**src/hw/rtl/psfc_pkg.sv**
```systemverilog
`timescale 1ns / 1ps
package psfc_pkg;
  localparam int SampleW = 32;
  typedef enum logic [1:0] {
    FMT_FLOAT = 2'd0,
    FMT_INT32 = 2'd1,
    FMT_INT16 = 2'd2,
    FMT_UINT8 = 2'd3
  } fmt_t;
  typedef enum logic [1:0] {
    REG_DIRECTION = 2'd0,
    REG_FORMAT    = 2'd1,
    REG_NORMALIZE = 2'd2
  } reg_idx_t;
  // Operation chosen for one word
  typedef enum logic [2:0] {
    OP_PASS  = 3'd0,
    OP_I2F   = 3'd1,
    OP_DEC16 = 3'd2,
    OP_DEC8  = 3'd3,
    OP_F2I   = 3'd4,
    OP_ENC16 = 3'd5,
    OP_ENC8  = 3'd6
  } op_t;
  typedef struct packed {
    logic valid;
    logic stall;
  } stage_ctl_t;
endpackage

```
**src/hw/rtl/pcm_sample_format_converter_top.sv**
```systemverilog
`timescale 1ns / 1ps
// Converts one 32-bit sample word per cycle between signed 32-bit PCM and
// float32 / int32 / int16 / uint8 (direction and format set through cfg_).
// Three register stages (unpack, normalize/align, round/pack): the first
// stage loads at the accepting edge and the word reaches out_ from the
// third, and a new word may enter every cycle unless stalled. The pipeline
// stalls as a whole while out_valid is held without out_ready, and in_ready
// drops for those cycles. clipped flags float-to-PCM clamping or NaN.
module pcm_sample_format_converter_top import psfc_pkg::*; (
  input  logic        clk,
  input  logic        rst_n,
  input  logic        cfg_we,
  input  logic [1:0]  cfg_index,
  input  logic [1:0]  cfg_wdata,
  input  logic        in_valid,
  output logic        in_ready,
  input  logic [31:0] in_sample_bits,
  output logic        out_valid,
  input  logic        out_ready,
  output logic [31:0] out_result_bits,
  output logic        out_clipped
);
  logic dir_r, norm_r;
  fmt_t fmt_r;
  always_ff @(posedge clk) begin
    if (!rst_n) begin
      dir_r  <= 1'b0;
      fmt_r  <= FMT_FLOAT;
      norm_r <= 1'b0;
    end else if (cfg_we) begin
      unique case (cfg_index)
        REG_DIRECTION: dir_r  <= cfg_wdata[0];
        REG_FORMAT:    fmt_r  <= fmt_t'(cfg_wdata);
        REG_NORMALIZE: norm_r <= cfg_wdata[0];
        default: ;
      endcase
    end
  end
  // pick operation from config
  op_t op;
  always_comb begin
    if (!dir_r) begin
      if (norm_r || fmt_r == FMT_FLOAT) op = OP_I2F;
      else begin
        case (fmt_r)
          FMT_INT16: op = OP_DEC16;
          FMT_UINT8: op = OP_DEC8;
          default:   op = OP_PASS;
        endcase
      end
    end else begin
      case (fmt_r)
        FMT_FLOAT: op = OP_F2I;
        FMT_INT16: op = OP_ENC16;
        FMT_UINT8: op = OP_ENC8;
        default:   op = OP_PASS;
      endcase
    end
  end
  // whole pipe holds when the output word is not taken
  logic stall;
  assign stall    = out_valid && !out_ready;
  assign in_ready = !stall;
  logic v1, v2;
  op_t op1, op2;
  logic [31:0] val1, val2;
  logic s1, s2;
  logic [7:0] e1;
  logic [4:0] p2;
  logic [1:0] sp2;
  psfc_stage1 u_s1 (
    .clk, .rst_n, .ctl('{valid: in_valid, stall: stall}), .op, .x(in_sample_bits),
    .v_r(v1), .op_r(op1), .val_r(val1), .sign_r(s1), .exp_r(e1)
  );
  psfc_stage2 u_s2 (
    .clk, .rst_n, .ctl('{valid: v1, stall: stall}), .op(op1), .val(val1),
    .sign(s1), .exp(e1), .v_r(v2), .op_r(op2), .val_r(val2), .sign_r(s2),
    .pos_r(p2), .spec_r(sp2)
  );
  psfc_stage3 u_s3 (
    .clk, .rst_n, .ctl('{valid: v2, stall: stall}), .op(op2), .val(val2),
    .sign(s2), .pos(p2), .spec(sp2), .v_r(out_valid), .res_r(out_result_bits),
    .clip_r(out_clipped)
  );
`ifndef SYNTH
  a_hold: assert property (@(posedge clk) disable iff (!rst_n)
    out_valid && !out_ready |=> out_valid && $stable(out_result_bits))
    else $error("output word changed under stall");
  a_ready: assert property (@(posedge clk) disable iff (!rst_n)
    in_ready == !(out_valid && !out_ready))
    else $error("in_ready mismatch");
  a_flow: assert property (@(posedge clk) disable iff (!rst_n)
    in_valid && in_ready ##1 out_ready ##1 out_ready |=> out_valid)
    else $error("word lost in pipe");
`endif
endmodule

```
**src/hw/rtl/psfc_stage1.sv**
```systemverilog
`timescale 1ns / 1ps
// Stage 1: classify, magnitude / simple results, float field unpack.
module psfc_stage1 import psfc_pkg::*; (
  input  logic        clk,
  input  logic        rst_n,
  input  stage_ctl_t  ctl,
  input  op_t         op,
  input  logic [31:0] x,
  output logic        v_r,
  output op_t         op_r,
  output logic [31:0] val_r,
  output logic        sign_r,
  output logic [7:0]  exp_r
);
  logic [31:0] val_nxt;
  always_comb begin
    case (op)
      OP_I2F:   val_nxt = x[31] ? (32'd0 - x) : x;
      OP_DEC16: val_nxt = {16'd0, x[31:16]};
      OP_DEC8:  val_nxt = {24'd0, x[31:24] ^ 8'h80};
      OP_F2I:   val_nxt = {8'd0, 1'b1, x[22:0]};
      OP_ENC16: val_nxt = {x[15:0], 16'd0};
      OP_ENC8:  val_nxt = {x[7:0] ^ 8'h80, 24'd0};
      default:  val_nxt = x;
    endcase
  end
  always_ff @(posedge clk) begin
    if (!rst_n) begin
      v_r <= 1'b0;
    end else if (!ctl.stall) begin
      v_r <= ctl.valid;
    end
    if (!ctl.stall) begin
      op_r   <= op;
      val_r  <= val_nxt;
      sign_r <= x[31];
      exp_r  <= x[30:23];
    end
  end
endmodule

```
**src/hw/rtl/psfc_stage2.sv**
```systemverilog
`timescale 1ns / 1ps
// Stage 2: leading one count and normalizing shift for int to float;
// range check and alignment shift for float to int.
module psfc_stage2 import psfc_pkg::*; (
  input  logic        clk,
  input  logic        rst_n,
  input  stage_ctl_t  ctl,
  input  op_t         op,
  input  logic [31:0] val,
  input  logic        sign,
  input  logic [7:0]  exp,
  output logic        v_r,
  output op_t         op_r,
  output logic [31:0] val_r,
  output logic        sign_r,
  output logic [4:0]  pos_r,
  output logic [1:0]  spec_r
);
  logic [4:0]  p;
  logic [31:0] norm, ali;
  logic [1:0]  spec;
  always_comb begin
    p = 5'd0;
    for (int i = 0; i < 32; i++) begin
      if (val[i]) p = 5'(i);
    end
    norm = val << (5'd31 - p);
    // float to int: value = 1.m * 2^(exp-127) * 2^31 = 1.m * 2^(exp-96)
    spec = 2'd0;
    ali  = 32'd0;
    if (exp == 8'hFF && val[22:0] != 23'd0) begin
      spec = 2'd3;
    end else if (exp >= 8'd127) begin
      // |value| >= 2^31; exactly -2^31 still fits
      spec = (sign && exp == 8'd127 && val[22:0] == 23'd0) ? 2'd2 : 2'd1;
    end else if (exp >= 8'd96) begin
      // leading one lands on bit exp-96
      ali = {val[23:0], 8'd0} >> (8'd127 - exp);
    end
  end
  always_ff @(posedge clk) begin
    if (!rst_n) begin
      v_r <= 1'b0;
    end else if (!ctl.stall) begin
      v_r <= ctl.valid;
    end
    if (!ctl.stall) begin
      op_r   <= op;
      sign_r <= sign;
      pos_r  <= p;
      spec_r <= spec;
      case (op)
        OP_I2F:  val_r <= norm;
        OP_F2I:  val_r <= ali;
        default: val_r <= val;
      endcase
    end
  end
endmodule

```
**src/hw/rtl/psfc_stage3.sv**
```systemverilog
`timescale 1ns / 1ps
// Stage 3: rounding and packing into the result word.
module psfc_stage3 import psfc_pkg::*; (
  input  logic        clk,
  input  logic        rst_n,
  input  stage_ctl_t  ctl,
  input  op_t         op,
  input  logic [31:0] val,
  input  logic        sign,
  input  logic [4:0]  pos,
  input  logic [1:0]  spec,
  output logic        v_r,
  output logic [31:0] res_r,
  output logic        clip_r
);
  logic [31:0] res;
  logic        clip;
  logic [24:0] mant;
  logic        rnd;
  always_comb begin
    clip = 1'b0;
    rnd  = val[7] && (val[6:0] != 7'd0 || val[8]);
    mant = {1'b0, val[31:8]} + {24'd0, rnd};
    case (op)
      OP_I2F: begin
        if (val == 32'd0) res = 32'd0;
        else res = {sign, 31'd0} |
                   ((32'({3'd0, pos} + 8'd96) << 23) + (32'(mant) - 32'h800000));
      end
      OP_F2I: begin
        case (spec)
          2'd3: begin res = 32'd0; clip = 1'b1; end
          2'd1: begin res = sign ? 32'h80000000 : 32'h7FFFFFFF; clip = 1'b1; end
          2'd2: res = 32'h80000000;
          default: res = sign ? (32'd0 - val) : val;
        endcase
      end
      default: res = val;
    endcase
  end
  always_ff @(posedge clk) begin
    if (!rst_n) begin
      v_r <= 1'b0;
    end else if (!ctl.stall) begin
      v_r <= ctl.valid;
    end
    if (!ctl.stall) begin
      res_r  <= res;
      clip_r <= clip;
    end
  end
endmodule

```
**config.mk**
```make
export PLATFORM = sky130hd
export DESIGN_NAME = pcm_sample_format_converter_top
export DESIGN_NICKNAME = d
export VERILOG_FILES = /design/src/hw/rtl/psfc_pkg.sv /design/src/hw/rtl/pcm_sample_format_converter_top.sv /design/src/hw/rtl/psfc_stage1.sv /design/src/hw/rtl/psfc_stage2.sv /design/src/hw/rtl/psfc_stage3.sv
export SDC_FILE = /design/constraint.sdc
export NUM_CORES = 1
export LEC_CHECK = 0
export BUFFER_PORTS_ARGS = -buffer_cell sky130_fd_sc_hd__buf_2
export CAP_MARGIN = 20
export CELL_PAD_IN_SITES_DETAIL_PLACEMENT = 1
export CELL_PAD_IN_SITES_GLOBAL_PLACEMENT = 1
export CORE_ASPECT_RATIO = 1.75
export CORE_MARGIN = 5
export CORE_UTILIZATION = 51
export CTS_CLUSTER_DIAMETER = 150
export DETAILED_ROUTE_END_ITERATION = 8
export GPL_ROUTABILITY_DRIVEN = 0
export PLACE_DENSITY = 0.92
export SLEW_MARGIN = 20
export SYNTH_ARGS = -nofsm -noshare
export SYNTH_HDL_FRONTEND = slang
export SYNTH_SLANG_ARGS = --single-unit
```
**constraint.sdc**
```tcl
create_clock -name clk -period 11.8 [get_ports clk]
set_clock_uncertainty 0.1 [all_clocks]
set_input_delay 1.18 -clock clk [delete_from_list [all_inputs] [get_ports clk]]
set_output_delay 1.18 -clock clk [all_outputs]
set_load 0.005 [all_outputs]
```
==> key figures <==
Run status
  – Status: finished clean

Routing
  – Drt drc: 0
  – Pre-Repair DR Iteration Count: 8
  – Count of antenna-violating nets left after detailed routing: 0
  – Vias: 12,357
  – Wire per inst: 29.26 um
  – Drt via density: 7.355
  – Initial DRC Count: ~1,800
  – Total Wirelength: slightly below 50,000 um

Timing
  – Final setup violation count: 0
  – Fmax: between 150 and 200 MHz
  – Tmin final: 6.029 ns
  – Final period utilization: 0.5110
  – RSZ-0062 raised after global routing: false
  – Rel. slew slack: 0.1186
  – Worst slew pin tran: approximately 1.3 ns
  – Final slew viol count: 0
  – Setup TNS: 0 ns
  – Final hold vios: 0

Synthesis
  – Largest cells by area after synthesis: edfxtp_1, mux2i_1, o21ai_0, nand2_1, a21oi_1
  – Synth Instances: 1,382
  – Post-Synth Simple-Gate Area: 0.1887
  – Asr flop ratio synth: 0
  – Largest family of logic cells by synthesized area: compound AO/OA/AOI/OAI gates
  – Yosys warns: 0
  – Top cell type's share of synthesized area: 0.3231
  – Proportion of synthesized area in mux cells: 0.09861
  – Part of the Yosys area used for sequential elements: 0.3357
  – #FFs+latches synth: 127
  – Synth Area in Compound Gates: 0.2778
  – Synth Area in XOR/XNOR: 0.02670
  – Synthesized area: between 0.01 and 0.015 mm^2
  – Syn avg cell area: a little over 8 um^2
  – Yosys cell types: just over 70
  – Synth area leader: edfxtp_1
  – Area share of fa/ha/maj cells after synthesis: 0.01189
  – Post-synth EDFFs: 120
  – Top_reg_cell synth: edfxtp_1
  – Syn_nets: 1,433

Global routing
  – GRT Util Overall: 0.3924
  – First-pass GRT wire length: between 70,000 and 80,000 um
  – Number of global-route vias before repair: roughly 12,000
  – Global route overflow: 0
  – Largest net degree at the start of global routing: 78
  – Initial antenna violation count: 1

Min path
  – Worst hold stages: 2
  – Hold_sp: u_s2.v_r
  – Worst min path class: reg -> reg
  – Worst Hold End: u_s2.v_r

Layout
  – Register area: 0.003744 mm^2
  – Layout cells sized above 1: 0.1233
  – Area grow syn2layout: 9.177%
  – Commonest cells after routing, fill and taps aside: nand2_1, o21ai_0, edfxtp_1, a21oi_1, nor2_1
  – Fill cells: 2,644
  – Final Util: 0.5664
  – # nets final: 1,425
  – Multi-input combinational cell area: between 0.006 and 0.007 mm^2
  – Commonest non-fill, non-tap cell in the layout: nand2_1

Clock tree
  – Post-CTS Resized: 0
  – Hold-fix buffers at CTS: 0
  – Setup repair bufs after CTS: 0
  – Clk root buf: clkbuf_16
  – TritonCTS clock tree: done
  – Clock slew at reported path FFs: 0.07 ns
  – Clk buf depth: 2
  – H-tree Lvls: 4
  – Clk_lat worst skew: between 0.4 and 0.5 ns
  – CTS sink cnt: 127
  – Num CTS Buffers: 17

Setup path
  – Reg2reg end: u_s2.val_r[23]
  – Worst setup EP type: flip-flop
  – CP required: around 12 ns
  – WP data arrival: 6.23 ns
  – Crit-path max FO: 24
  – Setup crit start kind: flip-flop
  – Crit Path Category: reg -> reg
  – R2R cell count: 9
  – Reg-to-reg slack, setup: about 5.8 ns
  – R2R Path Start: u_s1.val_r[15]

Run
  – # Max-Cap Violations: 0

Power and ir drop
  – Net Sw Frac: 0.4086
  – Seq pwr share: 0.385
  – Peak VDD IR: approximately 0.087 mV
  – Internal: 1.257 mW
  – Clk pwr share: 0.248
  – Power Dens Cells: ~170 mW/mm^2
  – Net switching power: 0.8686 mW
  – Combinational share of power: 0.367
  – Pleak: 4.727 nW

Die
  – Height of the die: 205.6 um
  – Die width: about 120 um
  – Core Rows: 71
  – Initial core utilization: 0.5188
  – Area of the die: 0.02504 mm^2
  – Placeable Area: 0.02150 mm^2
  – I/O pin cnt: 76

Placement
  – IO buf count: 75
  – Post-DP HPWL: ~34,000 um
==> sequential cells by signal, indices dropped and copies added (netlist names), 2 cells and up <==
register and count:
fmt_r 2, u_s1.val_r 32, u_s3.res_r 32, u_s2.op_r 3
u_s2.pos_r 5, u_s2.spec_r 2, u_s1.exp_r 8, u_s1.op_r 3
u_s2.val_r 32
==> how the worst max path moves through the flow <==
stage / endpoint / from / slack, ns / cells past startpoint
after floorplan: in_ready / out_ready / 6.89 / 2
after global placement: u_s2.val_r[15] / u_s1.val_r[15] / 6.61 / 8
after detailed placement: u_s2.val_r[31] / u_s1.val_r[15] / 6.27 / 8
after CTS: u_s2.val_r[31] / u_s1.val_r[15] / 6.27 / 8
after global routing: u_s2.val_r[23] / u_s1.val_r[14] / 5.75 / 9
final: u_s2.val_r[23] / u_s1.val_r[15] / 5.77 / 9
==> cells by family (layout without fill, tap and decap cells) <==
logic type,after synthesis,after routing
other cells,0,1
xor+xnor,34,34
mux,105,105
flops,127,127
buf+inv,179,184
compound gates,475,475
fa+ha+maj,10,10
simple gates,452,452
==> routing by layer <==
| metal | track usage | wire length [um] | up-vias |
|---|---|---|---|
| met1 | 0.3742 | 14970 | 5878 |
| met5 | 0.01250 | 41 | - |
| li1 | - | - | 5175 |
| met2 | 0.6695 | 23900 | 927 |
| met3 | 0.1117 | 4577 | 375 |
| met4 | 0.3546 | 5677 | 2 |
==> cell type report <==
type | instances | share of cell area
tap | 292 | 0.03000
inverter | 55 | 0.01716
clock inverter | 14 | 0.01171
antenna | 1 | 0.0002055
multi-input combinational | 1076 | 0.5538
sequential | 127 | 0.3074
timing repair buffer | 97 | 0.04439
clock buffer | 18 | 0.03524
==> cells in the mapped netlist (7+ instances only) <==
cell type / instances
nor4_1: 14
o21a_1: 9
and3_1: 9
a22oi_1: 26
nand2b_1: 10
nor2_1: 106
xnor2_1: 18
o211ai_1: 24
o221ai_1: 26
xor2_1: 16
ha_1: 9
a31oi_1: 13
a21oi_1: 111
dfxtp_1: 7
mux2i_1: 84
o311ai_0: 8
nor2b_1: 11
nand2_1: 177
a22o_1: 8
inv_1: 51
or3_1: 10
o21ai_0: 142
and2_1: 7
or4_1: 18
o31ai_1: 16
nand3_1: 41
a221o_1: 19
nor3_1: 22
edfxtp_1: 120
mux2_2: 19
buf_1: 11
a21o_1: 7
clkbuf_1: 109
==> through the flow <==
stage / power, mW / setup WS [ns] / instances / area, um^2 / hold WS [ns]
after global routing: 2.197 / 5.749 / 1679 / 12170 / 0.3993
final: 2.126 / 5.771 / 1680 / 12180 / 0.3667
after detailed placement: 1.546 / 6.270 / 1647 / 11600 / 0.3606
after floorplan: 1.248 / 6.888 / 1382 / 11150 / 0.3262
after global placement: 1.502 / 6.611 / 1647 / 11600 / 0.3521
after CTS: 2.073 / 6.273 / 1679 / 12170 / 0.3686
==> worst max-delay path, stage by stage (launching register included) <==
cell and delay [ns]:
edfxtp_1 0.59, or4_1 0.64, a311oi_1 0.49, o21a_1 0.85
clkinv_1 1.10, mux2i_1 0.38, mux2_2 0.34, o32ai_1 1.05
o21ai_0 0.19, o211ai_1 0.13
==> power by group through the flow <==
stage / clock network (mW) / logic (mW) / registers, mW
2_1_floorplan: 0 / 0.534 / 0.713
3_3_place_gp: 0 / 0.700 / 0.802
3_5_place_dp: 0 / 0.733 / 0.813
4_1_cts: 0.526 / 0.740 / 0.806
5_1_grt: 0.547 / 0.824 / 0.826
6_report: 0.528 / 0.779 / 0.819
No activity file was read; power rests on OpenSTA's default activity.
